## src/lzwd_pkg.sv

```systemverilog
package lzwd_pkg;

    // Field widths of the stream format, bus widths and queue depth
    localparam int BYTE_W   = 8;
    localparam int POS_W    = 12;
    localparam int MIN_W    = 4;
    localparam int LEN_W    = 5;
    localparam int TOTAL_W  = 32;
    localparam int HDR_W    = 3;
    localparam int FLAG_W   = 16;
    localparam int PADDR_W  = 4;
    localparam int PDATA_W  = 32;
    localparam int FIFO_DEPTH = 4;

    // Register reset values
    localparam logic [POS_W-1:0]  START_POS_RESET = 12'hFEE;
    localparam logic [MIN_W-1:0]  MIN_MATCH_RESET = 4'd3;
    localparam logic [BYTE_W-1:0] FILL_RESET      = 8'h00;

    // Longest run one pair may produce
    localparam logic [LEN_W-1:0] MAX_RUN = 5'd18;

    // Header counter value as the fourth length byte arrives, then in the payload
    localparam logic [HDR_W-1:0] HDR_LAST    = 3'd3;
    localparam logic [HDR_W-1:0] HDR_PAYLOAD = 3'd4;

    // Register index, taken from paddr[3:2]
    typedef enum logic [1:0] {
        REG_START_POS = 2'd0,
        REG_MIN_MATCH = 2'd1,
        REG_FILL      = 2'd2
    } reg_idx_t;

    // Work handed from the parser to the copy engine
    typedef enum logic [1:0] {
        CMD_START = 2'd0,
        CMD_LIT   = 2'd1,
        CMD_COPY  = 2'd2
    } cmd_kind_t;

    typedef struct packed {
        cmd_kind_t          kind;
        logic [POS_W-1:0]   pos;    // copy offset or stream start position
        logic [BYTE_W-1:0]  data;   // literal byte or fill byte
        logic [LEN_W-1:0]   len;    // copy length
        logic               done;   // this word ends the stream
    } cmd_t;

    typedef enum logic {
        BK_IDLE = 1'b0,
        BK_COPY = 1'b1
    } back_state_t;

    typedef struct packed {
        logic push;
        logic pop;
        logic full;
        logic empty;
    } fifo_stat_t;

endpackage

```

## src/lzwd_front.sv

```systemverilog
module lzwd_front (
    input  logic                         clk,
    input  logic                         rst_n,
    input  logic                         in_valid,
    input  logic [lzwd_pkg::BYTE_W-1:0]  in_byte,
    output logic                         in_ready,
    input  logic [lzwd_pkg::POS_W-1:0]   start_pos,
    input  logic [lzwd_pkg::MIN_W-1:0]   min_match,
    input  logic [lzwd_pkg::BYTE_W-1:0]  fill_value,
    input  logic                         fifo_full,
    output logic                         cmd_push,
    output lzwd_pkg::cmd_t               cmd
);
    import lzwd_pkg::*;

    logic [HDR_W-1:0]     hdr_cnt_reg,   hdr_cnt_next;
    logic [23:0]          len_acc_reg,   len_acc_next;
    logic [TOTAL_W-1:0]   remain_reg,    remain_next;
    logic [FLAG_W-1:0]    flag_reg,      flag_next;
    logic                 pair_pend_reg, pair_pend_next;
    logic [BYTE_W-1:0]    pair_low_reg,  pair_low_next;

    logic                 accept;
    logic [TOTAL_W-1:0]   full_len;
    logic [LEN_W-1:0]     len_sum;
    logic                 last;

    assign in_ready = !fifo_full;
    assign accept   = in_valid && !fifo_full;
    assign full_len = {in_byte, len_acc_reg};
    assign len_sum  = {1'b0, in_byte[3:0]} + {1'b0, min_match};
    assign last     = (remain_reg == TOTAL_W'(1));

    // Classify each word: header, flag, literal, pair half
    always_comb
    begin
        hdr_cnt_next   = hdr_cnt_reg;
        len_acc_next   = len_acc_reg;
        remain_next    = remain_reg;
        flag_next      = flag_reg;
        pair_pend_next = pair_pend_reg;
        pair_low_next  = pair_low_reg;
        cmd_push       = 1'b0;
        cmd            = '0;
        cmd.kind       = CMD_LIT;
        if (accept)
        begin
            if (hdr_cnt_reg != HDR_PAYLOAD)
            begin
                case (hdr_cnt_reg)
                    3'd0:    len_acc_next[7:0]   = in_byte;
                    3'd1:    len_acc_next[15:8]  = in_byte;
                    3'd2:    len_acc_next[23:16] = in_byte;
                    default: len_acc_next        = len_acc_reg;
                endcase
                if (hdr_cnt_reg == HDR_LAST)
                begin
                    remain_next    = full_len;
                    flag_next      = '0;
                    pair_pend_next = 1'b0;
                    pair_low_next  = '0;
                    cmd_push       = 1'b1;
                    cmd.kind       = CMD_START;
                    cmd.pos        = start_pos;
                    cmd.data       = fill_value;
                    hdr_cnt_next   = (full_len == '0) ? '0 : HDR_PAYLOAD;
                end
                else
                begin
                    hdr_cnt_next = hdr_cnt_reg + HDR_W'(1);
                end
            end
            else
            begin
                remain_next = remain_reg - TOTAL_W'(1);
                if (pair_pend_reg)
                begin
                    // second pair byte: offset high nibble and length
                    pair_pend_next = 1'b0;
                    cmd.kind       = CMD_COPY;
                    cmd.pos        = {in_byte[7:4], pair_low_reg};
                    cmd.len        = (len_sum > MAX_RUN) ? MAX_RUN : len_sum;
                    cmd.done       = last;
                    cmd_push       = (len_sum != '0);
                end
                else if (!flag_reg[8])
                begin
                    flag_next = {8'hFF, in_byte};
                end
                else
                begin
                    if (flag_reg[0])
                    begin
                        cmd_push = 1'b1;
                        cmd.kind = CMD_LIT;
                        cmd.data = in_byte;
                        cmd.done = last;
                    end
                    else
                    begin
                        pair_low_next  = in_byte;
                        pair_pend_next = 1'b1;
                    end
                    flag_next = flag_reg >> 1;
                end
                if (last)
                begin
                    hdr_cnt_next   = '0;
                    pair_pend_next = 1'b0;
                end
            end
        end
    end

    always_ff @(posedge clk or negedge rst_n)
    begin
        if (!rst_n)
        begin
            hdr_cnt_reg   <= '0;
            len_acc_reg   <= '0;
            remain_reg    <= '0;
            flag_reg      <= '0;
            pair_pend_reg <= 1'b0;
            pair_low_reg  <= '0;
        end
        else
        begin
            hdr_cnt_reg   <= hdr_cnt_next;
            len_acc_reg   <= len_acc_next;
            remain_reg    <= remain_next;
            flag_reg      <= flag_next;
            pair_pend_reg <= pair_pend_next;
            pair_low_reg  <= pair_low_next;
        end
    end

endmodule

```

## config.mk

```make
export PLATFORM = sky130hd
export DESIGN_NAME = lzwd_front
export DESIGN_NICKNAME = d
export VERILOG_FILES = /design/src/lzwd_pkg.sv /design/src/lzwd_front.sv
export SDC_FILE = /design/constraint.sdc
export NUM_CORES = 1
export LEC_CHECK = 0
export BUFFER_PORTS_ARGS = -buffer_cell sky130_fd_sc_hd__buf_2
export CORE_MARGIN = 2
export CORE_UTILIZATION = 30
export DETAILED_ROUTE_END_ITERATION = 10
export GPL_ROUTABILITY_DRIVEN = 0
export PLACE_DENSITY = 0.44
export SETUP_SLACK_MARGIN = 0.5
export SLEW_MARGIN = 0
export SYNTH_ARGS = -nofsm -noshare
export SYNTH_HDL_FRONTEND = slang
export SYNTH_SLANG_ARGS = --single-unit
```

## constraint.sdc

```tcl
create_clock -name clk -period 4.9 [get_ports clk]
set_clock_uncertainty 0.05 [all_clocks]
set_input_delay 0.98 -clock clk [delete_from_list [all_inputs] [get_ports clk]]
set_output_delay 0.98 -clock clk [all_outputs]
set_load 0.01 [all_outputs]
```

==> results by stage <==
Run status:
- The run finished with clean final reports.

Synthesis:
- Yosys printed 0 warnings.
- The dominant register cell in the synthesized netlist is sky130_fd_sc_hd__dfrtp_1.
- The part of the Yosys area used for sequential elements is 43.4%.
- The synthesized instance count is 532.
- A synthesized cell averages 9.11 µm².
- The cell area that synthesis handed to floorplanning was 4850 µm².
- The cell taking the most area after synthesis is sky130_fd_sc_hd__dfrtp_1.
- The share of synthesized area in the top cell type comes to 43.4%.
- The number of synthesized flops with an enable pin is 0.
- The number of nets handed over by synthesis was 579.
- In the post-synthesis netlist, the biggest area contributors are sky130_fd_sc_hd__dfrtp_1 43%, sky130_fd_sc_hd__nand2_1 6.3%, sky130_fd_sc_hd__mux2_2 5.8%.
- The register bit count reported by yosys is 84.
- The async set-reset flop share out of synthesis is 100%.
- The synthesized netlist contains 59 unique library cells.

Hold path:
- The min-delay analysis places its worst path in the category reg2reg.

Global route:
- The combined global-route utilization of all metal layers is 18.3%.
- The number of global-route vias before repair was 4,249.
- The number of antenna violations at the first check in global routing came to 0.
- The overflow left after global routing is 0.
- Entering global routing, the biggest net connects 46 pins.
- The global-route wire length before repair is 24,500 µm.

Setup path:
- STA classifies the critical path endpoint as an output pin.
- The critical path goes through nor4_1 -> nand2_1 -> or4_4 -> nor3_1 -> buf_2.
- The kind of launch point of the worst setup path is a register.
- Data on the critical path arrives at its endpoint at 2.80 ns.
- Counting both buffers and inverters, the worst setup path holds a total of 1.
- On the critical path, the stage with the largest delay is an instance of sky130_fd_sc_hd__nor4_1.
- The worst setup path category is reg2out.
- The delay contributed by the slowest stage of the critical path is 0.67 ns.
- The maximum net fanout on the critical path is 6.
- The required time of the critical path is 3.87 ns.
- Grouping stages by cell kind, the critical path spends the most delay in simple AND/OR/NAND/NOR gates.

Timing:
- The final setup TNS is 0 ns.
- Setup repair after global routing left no endpoint under its margin.
- After layout, the worst path uses 78.3% of the clock period.
- Based on the critical path, the design can be clocked at up to 0.261 GHz.
- At the pin with the least slew margin, the transition time is 1.13 ns.
- The relative slew slack is 24.0%.
- Setup violations remaining at the end of the flow were counted as 0.
- The final count of pins violating max slew is 0.
- The final-report hold violation count is 0.
- The time the worst path needs with I/O delays and setup is 3.83 ns.
- Setup slack closes at 1.07 ns.

Pwr:
- VDD sags by at most 0.000190 V.
- The leakage power of the design is 0.00246 µW.
- The power density over the cells is 529 nW/µm².
- The post-route total power is 3010 µW.

CTS:
- CTS saw 84 sinks.
- The post-cts resize count is 0.
- For the worst-skew pair, the clock arrives at the later sink with an insertion delay of 0.34 ns.
- After clock tree synthesis, the clock-pin slew on the worst setup and hold paths is 0.07 ns.
- The hold-fix buffer count after cts is 0.
- Clock tree synthesis inserted a total of 9 buffers.
- TritonCTS built the clock tree.
- The root buffer cell is sky130_fd_sc_hd__clkbuf_16.
- The post-CTS setup buffer count is 0.
- In this run the deepest clock path goes through 2 buffers.
- The count of H-tree levels built during CTS is 3.

Cells and area:
- The register with the most flip-flops in the layout has 32 of them.
- The relative area change from synthesis to final layout is 17.7%.
- Of the cells placed in the final design, the portion with a size suffix greater than 1 is 21.1%.
- The number of diodes is 0.
- In the final design database the tool counted 626 nets.

Drt:
- The first routing iteration left 304 violations.
- The pre-antenna-repair detailed-routing pass consisted of 4 iterations.
- Dividing the detail-routed wire length by the instance count gives 19.3 µm.
- After detailed routing, the number of vias per cell comes to 5.48.
- The number of vias after detailed routing is 4,381.
- Once detail routing completed, the nets flagged for antenna violations numbered 0.
- The final routed DRC violation total is 0.
- The final layout contains routed wiring with a total length of 15,500 µm.

Floorplan:
- The standard cell core area is 15,800 µm².
- 66 I/O pins were placed.
- Measured along the x axis, the die boundary spans 131 µm.
- Once the floorplan was initialized, standard cells occupied 30.6% of the core.
- In this run the vertical extent of the chip is 131 µm.
- The area enclosed by the die boundary is 17,200 µm².
- The initialized floorplan defines 46 standard-cell rows.

Placed design:
- The total half-perimeter wirelength after legalization and detailed placement is 10,200 µm.
- The total of buffers placed on input and output ports is 65.
- At the placement stage, the worst setup path has a slack of 1.18 ns.

Run:
- Max-cap violations in this run came to 0.
cells in the final DEF (no fill, tap or decap), drive strengths merged, types with 3 or more instances in the layout:
master,instances
dfrtp,84
nand2,81
buf,74
o21ai,38
mux2,26
nand3,24
nor3,23
nor2,23
mux2i,20
nor4,20
inv,19
a22o,15
a21oi,15
clkbuf,12
o22ai,11
ha,10
a32oi,9
o31ai,8
and3,7
a211oi,5
a31oi,5
or3,4
nand4,4
nand2b,3
a311oi,3
o311a,3
or4,3
cell usage after synthesis (3+ instances only):
cell                       number
sky130_fd_sc_hd__dfrtp_1       84
sky130_fd_sc_hd__nand2_1       81
sky130_fd_sc_hd__o21ai_0       37
sky130_fd_sc_hd__clkbuf_1      33
sky130_fd_sc_hd__mux2_2        25
sky130_fd_sc_hd__nand3_1       24
sky130_fd_sc_hd__nor3_1        23
sky130_fd_sc_hd__nor2_1        22
sky130_fd_sc_hd__mux2i_1       20
sky130_fd_sc_hd__inv_1         19
sky130_fd_sc_hd__nor4_1        19
sky130_fd_sc_hd__a22o_1        15
sky130_fd_sc_hd__a21oi_1       14
sky130_fd_sc_hd__o22ai_1       11
sky130_fd_sc_hd__ha_1          10
sky130_fd_sc_hd__a32oi_1        9
sky130_fd_sc_hd__o31ai_1        8
sky130_fd_sc_hd__and3_1         7
sky130_fd_sc_hd__a211oi_1       5
sky130_fd_sc_hd__a31oi_1        5
sky130_fd_sc_hd__nand4_1        4
sky130_fd_sc_hd__or3_1          4
sky130_fd_sc_hd__a311oi_1       3
sky130_fd_sc_hd__buf_1          3
sky130_fd_sc_hd__nand2b_1       3
sky130_fd_sc_hd__o311a_1        3
layer usage:
metal | track usage [%] | up-vias | wire [µm]
li1 | - | 2058 | -
met3 | 3.90 | 12 | 521
met4 | 4.47 | 0 | 197
met5 | 0 | - | 0
met2 | 28.9 | 99 | 7350
met1 | 25.6 | 2212 | 7410
cell families after synthesis:
logic type	count (synthesis)	synth area share (%)
mux	46	10.2
compound gates	122	16.9
flops	84	43.4
buf+inv	57	4.47
fa+ha+maj	11	2.99
xor+xnor	2	0.361
simple gates	210	21.8
tightest hold or removal path: stages, from the launching register on:
cell,delay [ns]
sky130_fd_sc_hd__dfrtp_1,0.34
sky130_fd_sc_hd__nand2_1,0.05
sky130_fd_sc_hd__o21ai_0,0.06
power by group:
group	total (µW)	leakage (µW)	switching (µW)	internal [µW]
Combinational	967	0.00124	544	423
Sequential	1300	0.00107	315	982
Clock	751	0.000153	290	461
Total	3010	0.00246	1150	1870
through the flow:
step	hold slack [ns]	utilization [%]	area (µm²)	std cells
floorplan	0.393	-	4850	532
finish	0.426	36.0	5700	800
detailed placement	0.415	34.0	5390	784
global route	0.458	36.0	5700	800
global placement	0.410	34.0	5390	784
CTS	0.428	36.0	5700	800
area by class of cell:
class                      count  area (µm²)
fill                        1646       10100
multi-input combinational    391        2550
sequential                    84        2100
timing repair buffer          74         395
tap                          216         270
clock buffer                  12         246
clock inverter                 4        72.6
inverter                      19        71.3
path summary, 6_finish.rpt:
check,startpoint,endpoint,slack (ns),cells past startpoint
max in group asynchronous,rst_n,len_acc_reg[8],3.19,2
worst min-delay path,flag_reg[12],flag_reg[12],0.43,2
worst max register to register,hdr_cnt_reg[0],remain_reg[31],2.03,7
min in group asynchronous,rst_n,hdr_cnt_reg[1],0.60,1
worst min register to register,flag_reg[12],flag_reg[12],0.43,2
worst max-delay path,remain_reg[14],cmd[0],1.07,5
Power figures use the tool's default switching activity.
