## config.mk

```make
export PLATFORM = sky130hd
export DESIGN_NAME = lzwd_cmd_fifo
export DESIGN_NICKNAME = d
export VERILOG_FILES = /design/src/lzwd_pkg.sv /design/src/lzwd_cmd_fifo.sv
export SDC_FILE = /design/constraint.sdc
export NUM_CORES = 1
export LEC_CHECK = 0
export BUFFER_PORTS_ARGS = -buffer_cell sky130_fd_sc_hd__buf_2
export CAP_MARGIN = 10
export CORE_ASPECT_RATIO = 1.5
export CORE_MARGIN = 2
export CORE_UTILIZATION = 30
export DETAILED_ROUTE_END_ITERATION = 6
export GPL_ROUTABILITY_DRIVEN = 0
export PLACE_DENSITY = 0.44
export SLEW_MARGIN = 5
export SYNTH_ARGS = -nofsm -noshare
export SYNTH_HDL_FRONTEND = slang
export SYNTH_SLANG_ARGS = --single-unit
```

## constraint.sdc

```tcl
create_clock -name clk -period 2.35 [get_ports clk]
set_input_delay 0.47 -clock clk [delete_from_list [all_inputs] [get_ports clk]]
set_output_delay 0.47 -clock clk [all_outputs]
set_load 0.1 [all_outputs]
```

## src/lzwd_pkg.sv

```systemverilog
package lzwd_pkg;

    // Field widths of the stream format, bus widths and queue depth
    localparam int BYTE_W   = 8;
    localparam int POS_W    = 12;
    localparam int MIN_W    = 4;
    localparam int LEN_W    = 5;
    localparam int TOTAL_W  = 32;
    localparam int HDR_W    = 3;
    localparam int FLAG_W   = 16;
    localparam int PADDR_W  = 4;
    localparam int PDATA_W  = 32;
    localparam int FIFO_DEPTH = 4;

    // Register reset values
    localparam logic [POS_W-1:0]  START_POS_RESET = 12'hFEE;
    localparam logic [MIN_W-1:0]  MIN_MATCH_RESET = 4'd3;
    localparam logic [BYTE_W-1:0] FILL_RESET      = 8'h00;

    // Longest run one pair may produce
    localparam logic [LEN_W-1:0] MAX_RUN = 5'd18;

    // Header counter value as the fourth length byte arrives, then in the payload
    localparam logic [HDR_W-1:0] HDR_LAST    = 3'd3;
    localparam logic [HDR_W-1:0] HDR_PAYLOAD = 3'd4;

    // Register index, taken from paddr[3:2]
    typedef enum logic [1:0] {
        REG_START_POS = 2'd0,
        REG_MIN_MATCH = 2'd1,
        REG_FILL      = 2'd2
    } reg_idx_t;

    // Work handed from the parser to the copy engine
    typedef enum logic [1:0] {
        CMD_START = 2'd0,
        CMD_LIT   = 2'd1,
        CMD_COPY  = 2'd2
    } cmd_kind_t;

    typedef struct packed {
        cmd_kind_t          kind;
        logic [POS_W-1:0]   pos;    // copy offset or stream start position
        logic [BYTE_W-1:0]  data;   // literal byte or fill byte
        logic [LEN_W-1:0]   len;    // copy length
        logic               done;   // this word ends the stream
    } cmd_t;

    typedef enum logic {
        BK_IDLE = 1'b0,
        BK_COPY = 1'b1
    } back_state_t;

    typedef struct packed {
        logic push;
        logic pop;
        logic full;
        logic empty;
    } fifo_stat_t;

endpackage

```

## src/lzwd_cmd_fifo.sv

```systemverilog
module lzwd_cmd_fifo (
    input  logic                  clk,
    input  logic                  rst_n,
    input  logic                  push,
    input  lzwd_pkg::cmd_t        push_cmd,
    input  logic                  pop,
    output lzwd_pkg::cmd_t        head_cmd,
    output lzwd_pkg::fifo_stat_t  stat
);
    import lzwd_pkg::*;

    localparam int PTR_W = $clog2(FIFO_DEPTH);

    cmd_t               slot_reg [FIFO_DEPTH];
    logic [PTR_W-1:0]   wr_ptr_reg, wr_ptr_next;
    logic [PTR_W-1:0]   rd_ptr_reg, rd_ptr_next;
    logic [PTR_W:0]     count_reg,  count_next;

    assign head_cmd   = slot_reg[rd_ptr_reg];
    assign stat.push  = push;
    assign stat.pop   = pop;
    assign stat.full  = (count_reg == (PTR_W+1)'(FIFO_DEPTH));
    assign stat.empty = (count_reg == '0);

    // Pointer and occupancy update
    always_comb
    begin
        wr_ptr_next = push ? wr_ptr_reg + PTR_W'(1) : wr_ptr_reg;
        rd_ptr_next = pop  ? rd_ptr_reg + PTR_W'(1) : rd_ptr_reg;
        count_next  = count_reg + (PTR_W+1)'(push) - (PTR_W+1)'(pop);
    end

    always_ff @(posedge clk or negedge rst_n)
    begin
        if (!rst_n)
        begin
            wr_ptr_reg <= '0;
            rd_ptr_reg <= '0;
            count_reg  <= '0;
        end
        else
        begin
            wr_ptr_reg <= wr_ptr_next;
            rd_ptr_reg <= rd_ptr_next;
            count_reg  <= count_next;
        end
    end

    always_ff @(posedge clk)
    begin
        if (push)
        begin
            slot_reg[wr_ptr_reg] <= push_cmd;
        end
    end

endmodule

```

==> results of run 1 <==
==> path summary, 6_finish.rpt <==
| kind | from | endpoint | slack (ns) |
|---|---|---|---|
| hold / removal | push_cmd[7] | slot_reg[2][7] | 0.28 |
| setup / recovery | rd_ptr_reg[0] | head_cmd[24] | 0.1 |
| setup reg to reg | wr_ptr_reg[0] | slot_reg[2][22] | 0.73 |
| min in group asynchronous | rst_n | wr_ptr_reg[1] | 0.44 |
| hold reg to reg | wr_ptr_reg[0] | wr_ptr_reg[0] | 0.53 |
| max in group asynchronous | rst_n | rd_ptr_reg[0] | 1.72 |
==> worst max-delay path: stages, from the launching register on <==
cell and delay, ns:
dfrtp_2 0.39, buf_6 0.22, mux4_2 0.57, buf_12 0.19
==> stage by stage <==
| step | hold slack, ns | instances | area (um2) | utilization | setup WS [ns] |
|---|---|---|---|---|---|
| after floorplan | 0.174 | 182 | 4450 | - | 0.259 |
| after global placement | 0.323 | 441 | 5480 | 0.377 | 0.418 |
| final | 0.278 | 474 | 6130 | 0.422 | 0.0998 |
| after CTS | 0.263 | 474 | 6130 | 0.422 | 0.0546 |
| after detailed placement | 0.332 | 441 | 5480 | 0.377 | 0.418 |
| after global routing | 0.267 | 474 | 6130 | 0.422 | 0.0188 |
==> cell usage after synthesis (all sizes together) <==
library cell  count
buf               8
dfrtp             7
mux4             28
and3              1
ha                6
inv               6
o21ai             1
xnor2             2
fa                1
and2              4
xor2              3
nor3              1
nand2             2
edfxtp          112
==> final cells by class <==
cell class	count	area (um2)
inverters	6	22.5
repair buffers	72	860
fillers	1283	8400
clock inverters	9	145
well taps	196	245
flip-flops and latches	119	3540
clock buffers	23	488
multi-input cells	49	828
==> kinds of logic after synthesis <==
logic type | count (synthesis) | synth area share
adders and majority gates | 7 | 0.0214
muxes | 28 | 0.142
buffers and inverters | 14 | 0.0200
AOI/OAI and AO/OA | 1 | 0.00112
xor gates and xnor gates | 5 | 0.00985
and+or+nand+nor | 8 | 0.00985
DFF | 119 | 0.796
==> timing repair <==
item | CTS | global route
hold buffers | 1 | 0
gates resized for setup | 1 | 0
buffers inserted | 0 | 0
setup endpoints to repair | 6 | 0
hold endpoints to repair | 7 | 0
==> layer usage <==
layer	wire, um	track usage	up-vias	share of wire
li1	-	-	921	-
met3	370	0.0407	12	0.044
met2	4700	0.198	49	0.56
met1	3120	0.124	1078	0.37
met5	7	0	-	0.00084
met4	147	0.0526	2	0.018
==> summary.md, run 1 <==
| Metric | Value |
|---|---|
| Row count | 54 |
| Number of port buffers | 63 |
| FF+latch count, synth | 119 |
| Worst slew margin | 0.677 |
| Final number of max-transition violations | 0 |
| Clk_skew | 0.00700 ns |
| H-tree depth | 4 |
| Worst setup SP type | flip-flop |
| Initial antenna violation count | 1 |
| Root buf cell | clkbuf_16 |
| First-pass GRT wire length | 12800 um |
| CTS tree | done |
| Period utilisation layout | 0.958 |
| R2R cell count | 4 |
| CP required | 1.88 ns |
| Post-synth cell types | 16 |
| Syn Inst Count | 182 |
| Remaining Overflow, GRT | 0 |
| Vias | 2062 |
| Clock slew at reported path FFs | 0.05 ns |
| Chip Width | 103 um |
| Area grow syn2layout | 37.9% |
| Die area | 0.0158 mm2 |
| GRT Total Usage | 0.115 |
| Largest net degree at the start of global routing | 29 |
| Commonest non-fill, non-tap cell in the layout | edfxtp_1 |
| Share of post-route cells with drive strength above 1 | 0.486 |
| CTS sink count | 119 |
| Vias in the first global route | 2321 |
| Die H | 153 um |
| Num CTS Buffers | 17 |
| Core ar. | 0.0145 mm2 |
| Initial DRC Count | 100 |
| N_diodes | 0 |
| Slew @ Worst Pin | 0.488 ns |
| Synth top area share | 0.757 |
| DRC | 0 |
| TNS Setup | 0 ns |
| Hold crit path type | input port to flip-flop |
| Synth warn | 0 |
| Clk buf depth | 2 |
| Upper clock frequency limit | 444 MHz |
| Commonest cells after routing, fill and taps aside | edfxtp_1 (112), buf_2 (35), buf_12 (32) |
| Top Ports | 64 |
| Fin crit period | 2.25 ns |
| Starting density of the core | 0.306 |
| Hold Vio Cnt, Final | 0 |
| Drt total wl | 8350 um |
| Worst path arrival time | 1.78 ns |
| Max reg flops | 112 |
| Register area share after synthesis | 0.796 |
| WL/cell | 17.6 um |
| CP Capture Type | output port |
| Net count after synthesis | 221 |
| Hold depth | 1 |
| Crit Path Class | flip-flop to output port |
| # nets final | 304 |
| Max-cap violations | 0 |
| Final setup fails | 0 |
| Via-per-instance ratio | 4.35 |
| Pre-Repair DR Iteration Count | 4 |
| Mapped Area | 0.00445 mm2 |
| Post-synth top area cell | edfxtp_1 |
| RSZ-0062 raised after global routing | no |
| Synth top area cells | edfxtp_1 (76%), mux4_2 (14%), dfrtp_1 (3.9%) |
| CP max FO | 13 |
| Post-Syn Area per Cell | 24.4 um2 |
| Worst skew pair latency | 0.40 ns |
| DRT antenna net count | 0 |
| Outcome | completed |
Power of run 1 is not shown: default switching activity piles up to over one toggle a cycle in this logic, so the estimate is an artifact.
==> inputs of run 2 (changes only) <==
Settings changed: CORE_UTILIZATION 30 to 46, PLACE_DENSITY 0.44 to 0.63.
==> run 2 against run 1 <==
  * Hold slack improved by 0.0063 ns
  * Worst setup slack got worse by 0.033 ns
  * Critical path type unchanged
  * Via count decreased by 1.5%
  * Clock skew increased by 0.0013 ns
==> summary.md, run 2 (synthesized netlist as in run 1, its figures left out) <==
| Metric | Value |
|---|---|
| WL/cell | 19.2 um |
| Post_cts resized | 0 |
| Clk_skew | 0.00833 ns |
| Final number of max-transition violations | 0 |
| Root buf cell | clkbuf_16 |
| DRT antenna net count | 0 |
| Worst setup SP type | flip-flop |
| Die H | 124 um |
| Hold Vio Cnt, Final | 0 |
| Remaining Overflow, GRT | 0 |
| Chip Width | 84.3 um |
| Row count | 44 |
| TNS Setup | 0 ns |
| Num CTS Buffers | 17 |
| Final setup fails | 0 |
| CP required | 1.88 ns |
| Worst path arrival time | 1.81 ns |
| Worst skew pair latency | 0.40 ns |
| Commonest non-fill, non-tap cell in the layout | edfxtp_1 |
| Vias | 2031 |
| Max reg flops | 112 |
| Slew @ Worst Pin | 0.490 ns |
| Core ar. | 0.00952 mm2 |
| Outcome | completed |
| RSZ-0062 raised after global routing | no |
| # nets final | 308 |
| Period utilisation layout | 0.971 |
| Max-cap violations | 0 |
| CP Capture Type | output port |
| GRT Total Usage | 0.162 |
| Share of post-route cells with drive strength above 1 | 0.450 |
| Hold crit path type | input port to flip-flop |
| DP HPWL | 4910 um |
| Drt total wl | 7640 um |
| Commonest cells after routing, fill and taps aside | edfxtp_1 (112), buf_2 (35), buf_12 (29) |
| Initial antenna violation count | 1 |
| Worst slew margin | 0.676 |
| Largest net degree at the start of global routing | 21 |
| Area grow syn2layout | 33.5% |
| Initial DRC Count | 101 |
| CTS tree | done |
| Vias in the first global route | 2310 |
| Starting density of the core | 0.467 |
| CTS sink count | 119 |
| First-pass GRT wire length | 12300 um |
| Die area | 0.0105 mm2 |
| Clock slew at reported path FFs | 0.05 ns |
| Top Ports | 64 |
| H-tree depth | 4 |
| DRC | 0 |
| Via-per-instance ratio | 5.10 |
| Pre-Repair DR Iteration Count | 4 |
| CP max FO | 11 |
| Crit Path Class | flip-flop to output port |
| Clk buf depth | 2 |
| Number of port buffers | 63 |
| Fin crit period | 2.28 ns |
| Upper clock frequency limit | 438 MHz |
-- run 2: layout make-up --
cell class	instances	area (um2)
clock buffers	28	487
diodes	1	2.50
well taps	115	144
fillers	658	3590
flip-flops and latches	119	3540
repair buffers	76	848
clock inverters	4	68.8
multi-input cells	49	823
inverters	6	22.5
-- run 2: final timing paths --
check / end / cells past startpoint / slack, ns / from
setup / recovery: head_cmd[25] / 3 / 0.07 / rd_ptr_reg[0]
hold / removal: slot_reg[0][23] / 1 / 0.28 / push_cmd[23]
setup reg to reg: count_reg[2] / 6 / 0.84 / count_reg[0]
hold reg to reg: wr_ptr_reg[0] / 1 / 0.54 / wr_ptr_reg[0]
max in group asynchronous: rd_ptr_reg[0] / 2 / 1.73 / rst_n
min in group asynchronous: wr_ptr_reg[0] / 2 / 0.43 / rst_n
-- run 2: per-layer routing --
metal  share of wire  vias up  track usage  wire length (um)
met4           0.026        0       0.0835               199
li1                -      930            -                 -
met1            0.38     1024        0.187              2910
met5               0        -            0                 0
met3           0.042       16       0.0543               324
met2            0.55       61        0.268              4200
-- run 2: timing repair --
| action | 4_1_cts | 5_1_grt |
|---|---|---|
| hold buffers | 1 | 0 |
| setup buffers | 0 | 0 |
| hold endpoints to repair | 7 | 0 |
-- run 2: metrics by stage --
stage | util | area [um2] | std cells | setup WS, ns | hold WS (ns)
after detailed placement | 0.564 | 5370 | 364 | 0.486 | 0.318
after floorplan | - | 4450 | 182 | 0.259 | 0.174
final | 0.623 | 5940 | 398 | 0.0673 | 0.284
after global placement | 0.564 | 5370 | 364 | 0.484 | 0.318
after global routing | 0.623 | 5940 | 398 | 0.000541 | 0.270
after CTS | 0.623 | 5930 | 397 | 0.0334 | 0.267
-- run 2: worst max-delay path, stage by stage, from the launching register on --
cell and delay, ns:
dfrtp_2 0.38, buf_4 0.25, mux4_2 0.59, buf_12 0.19
Power of run 2 is left out for the same reason.
==> inputs of run 3 (changes only) <==
Settings changed: MAX_ROUTING_LAYER from default to met4.
==> run 3 against run 2 <==
  * First-iteration DRC count up 5.0%
  * Clock skew down 0.0026 ns
  * Non-clock buffer count unchanged
  * Worst setup slack better by 0.0040 ns
  * Maximum frequency up 0.18%
  * Die area unchanged
  * Final cell count unchanged
  * Routed wire length about the same
  * Utilization unchanged
==> summary.md, run 3 (synthesized netlist as in run 1, its figures left out) <==
| Metric | Value |
|---|---|
| Outcome | completed |
| CP peak stage delay | 0.58 ns |
| WL/cell | 19.2 um |
| Vias | 2043 |
| CP required | 1.88 ns |
| Commonest non-fill, non-tap cell in the layout | edfxtp_1 |
| GRT Total Usage | 0.166 |
| DRC | 0 |
| Worst setup SP type | flip-flop |
| CP delay by family, top | multiplexers |
| Root buf cell | clkbuf_16 |
| Share of post-route cells with drive strength above 1 | 0.450 |
| Chip Width | 84.3 um |
| Row count | 44 |
| Clk_skew | 0.00576 ns |
| Period utilisation layout | 0.970 |
| # nets final | 308 |
| Area grow syn2layout | 33.5% |
| Drt total wl | 7640 um |
| Die area | 0.0105 mm2 |
| Finished Core Util | 0.623 |
| Worst path slowest cell | mux4_2 |
| Worst skew pair latency | 0.40 ns |
| CP Cell Sequence | buf_4 > mux4_2 > buf_12 |
| Pre-Repair DR Iteration Count | 4 |
| Slew @ Worst Pin | 0.490 ns |
| CTS tree | done |
| Die H | 124 um |
| Upper clock frequency limit | 439 MHz |
| Setup Buffers After CTS | 0 |
| H-tree depth | 4 |
| Final setup fails | 0 |
| CTS sink count | 119 |
| Hold crit path type | input port to flip-flop |
| Largest net degree at the start of global routing | 21 |
| Clock slew at reported path FFs | 0.05 ns |
| Num CTS Buffers | 17 |
| Vias in the first global route | 2322 |
| Final number of max-transition violations | 0 |
| DP HPWL | 4910 um |
| Number of port buffers | 63 |
| Initial antenna violation count | 1 |
| Max reg flops | 112 |
| Commonest cells after routing, fill and taps aside | edfxtp_1 (112), buf_2 (35), buf_12 (29) |
| Core ar. | 0.00952 mm2 |
| Crit Path Class | flip-flop to output port |
| Max-cap violations | 0 |
| TNS Setup | 0 ns |
| CP Capture Type | output port |
| CP bufs+invs | 2 |
| CP max FO | 11 |
| Via-per-instance ratio | 5.13 |
| Worst path arrival time | 1.81 ns |
| Starting density of the core | 0.467 |
| Initial DRC Count | 106 |
| Hold Vio Cnt, Final | 0 |
| RSZ-0062 raised after global routing | no |
| Top Ports | 64 |
| DRT antenna net count | 0 |
| Remaining Overflow, GRT | 0 |
| Clk buf depth | 2 |
| First-pass GRT wire length | 12300 um |
| Fin crit period | 2.28 ns |
| Worst slew margin | 0.675 |
[run 3: cell counts in the layout (fill, tap and decap cells not counted)]
Identical to the previous run, type by type.
[run 3: cell type report]
cell class                      instances  area [um2]
Antenna cell                            1        2.50
Clock buffer                           28         487
Clock inverter                          4        68.8
Fill cell                             658        3590
Inverter                                6        22.5
Multi-Input combinational cell         49         823
Sequential cell                       119        3540
Tap cell                              115         144
Timing Repair Buffer                   76         848
[run 3: final timing paths]
path | startpoint | end | slack [ns] | cells past startpoint
max in group asynchronous | rst_n | rd_ptr_reg[0] | 1.74 | 2
min in group asynchronous | rst_n | wr_ptr_reg[0] | 0.43 | 2
min | push_cmd[23] | slot_reg[0][23] | 0.28 | 1
max reg2reg | count_reg[0] | count_reg[2] | 0.84 | 6
min reg2reg | wr_ptr_reg[0] | wr_ptr_reg[0] | 0.54 | 1
max | rd_ptr_reg[0] | head_cmd[25] | 0.07 | 3
[run 3: timing repair]
item,4_1_cts,5_1_grt
hold endpoints to repair,7,0
hold buffers,1,0
resized for setup,0,0
[run 3: stage by stage]
stage / worst slack, ns / area (um2) / std cells / hold WS, ns
floorplan: 0.259 / 4450 / 182 / 0.174
global placement: 0.484 / 5370 / 364 / 0.318
detailed placement: 0.486 / 5370 / 364 / 0.318
CTS: 0.0334 / 5930 / 397 / 0.267
global route: 0.00247 / 5940 / 398 / 0.274
finish: 0.0713 / 5940 / 398 / 0.284
[run 3: worst reg2reg max path: stages, from the launching register on]
cell and delay [ns]:
dfrtp_1 0.35, inv_1 0.06, ha_1 0.26, inv_1 0.04
ha_1 0.19, fa_1 0.38, xnor2_1 0.13
[run 3: metal layers]
layer / GRT usage / up-vias / wire length, um
li1: - / 932 / -
met1: 0.187 / 1026 / 2900
met2: 0.268 / 67 / 4170
met3: 0.0504 / 18 / 345
met4: 0.0835 / 0 / 215
met5: - / - / 0
Power of run 3 is left out for the same reason.
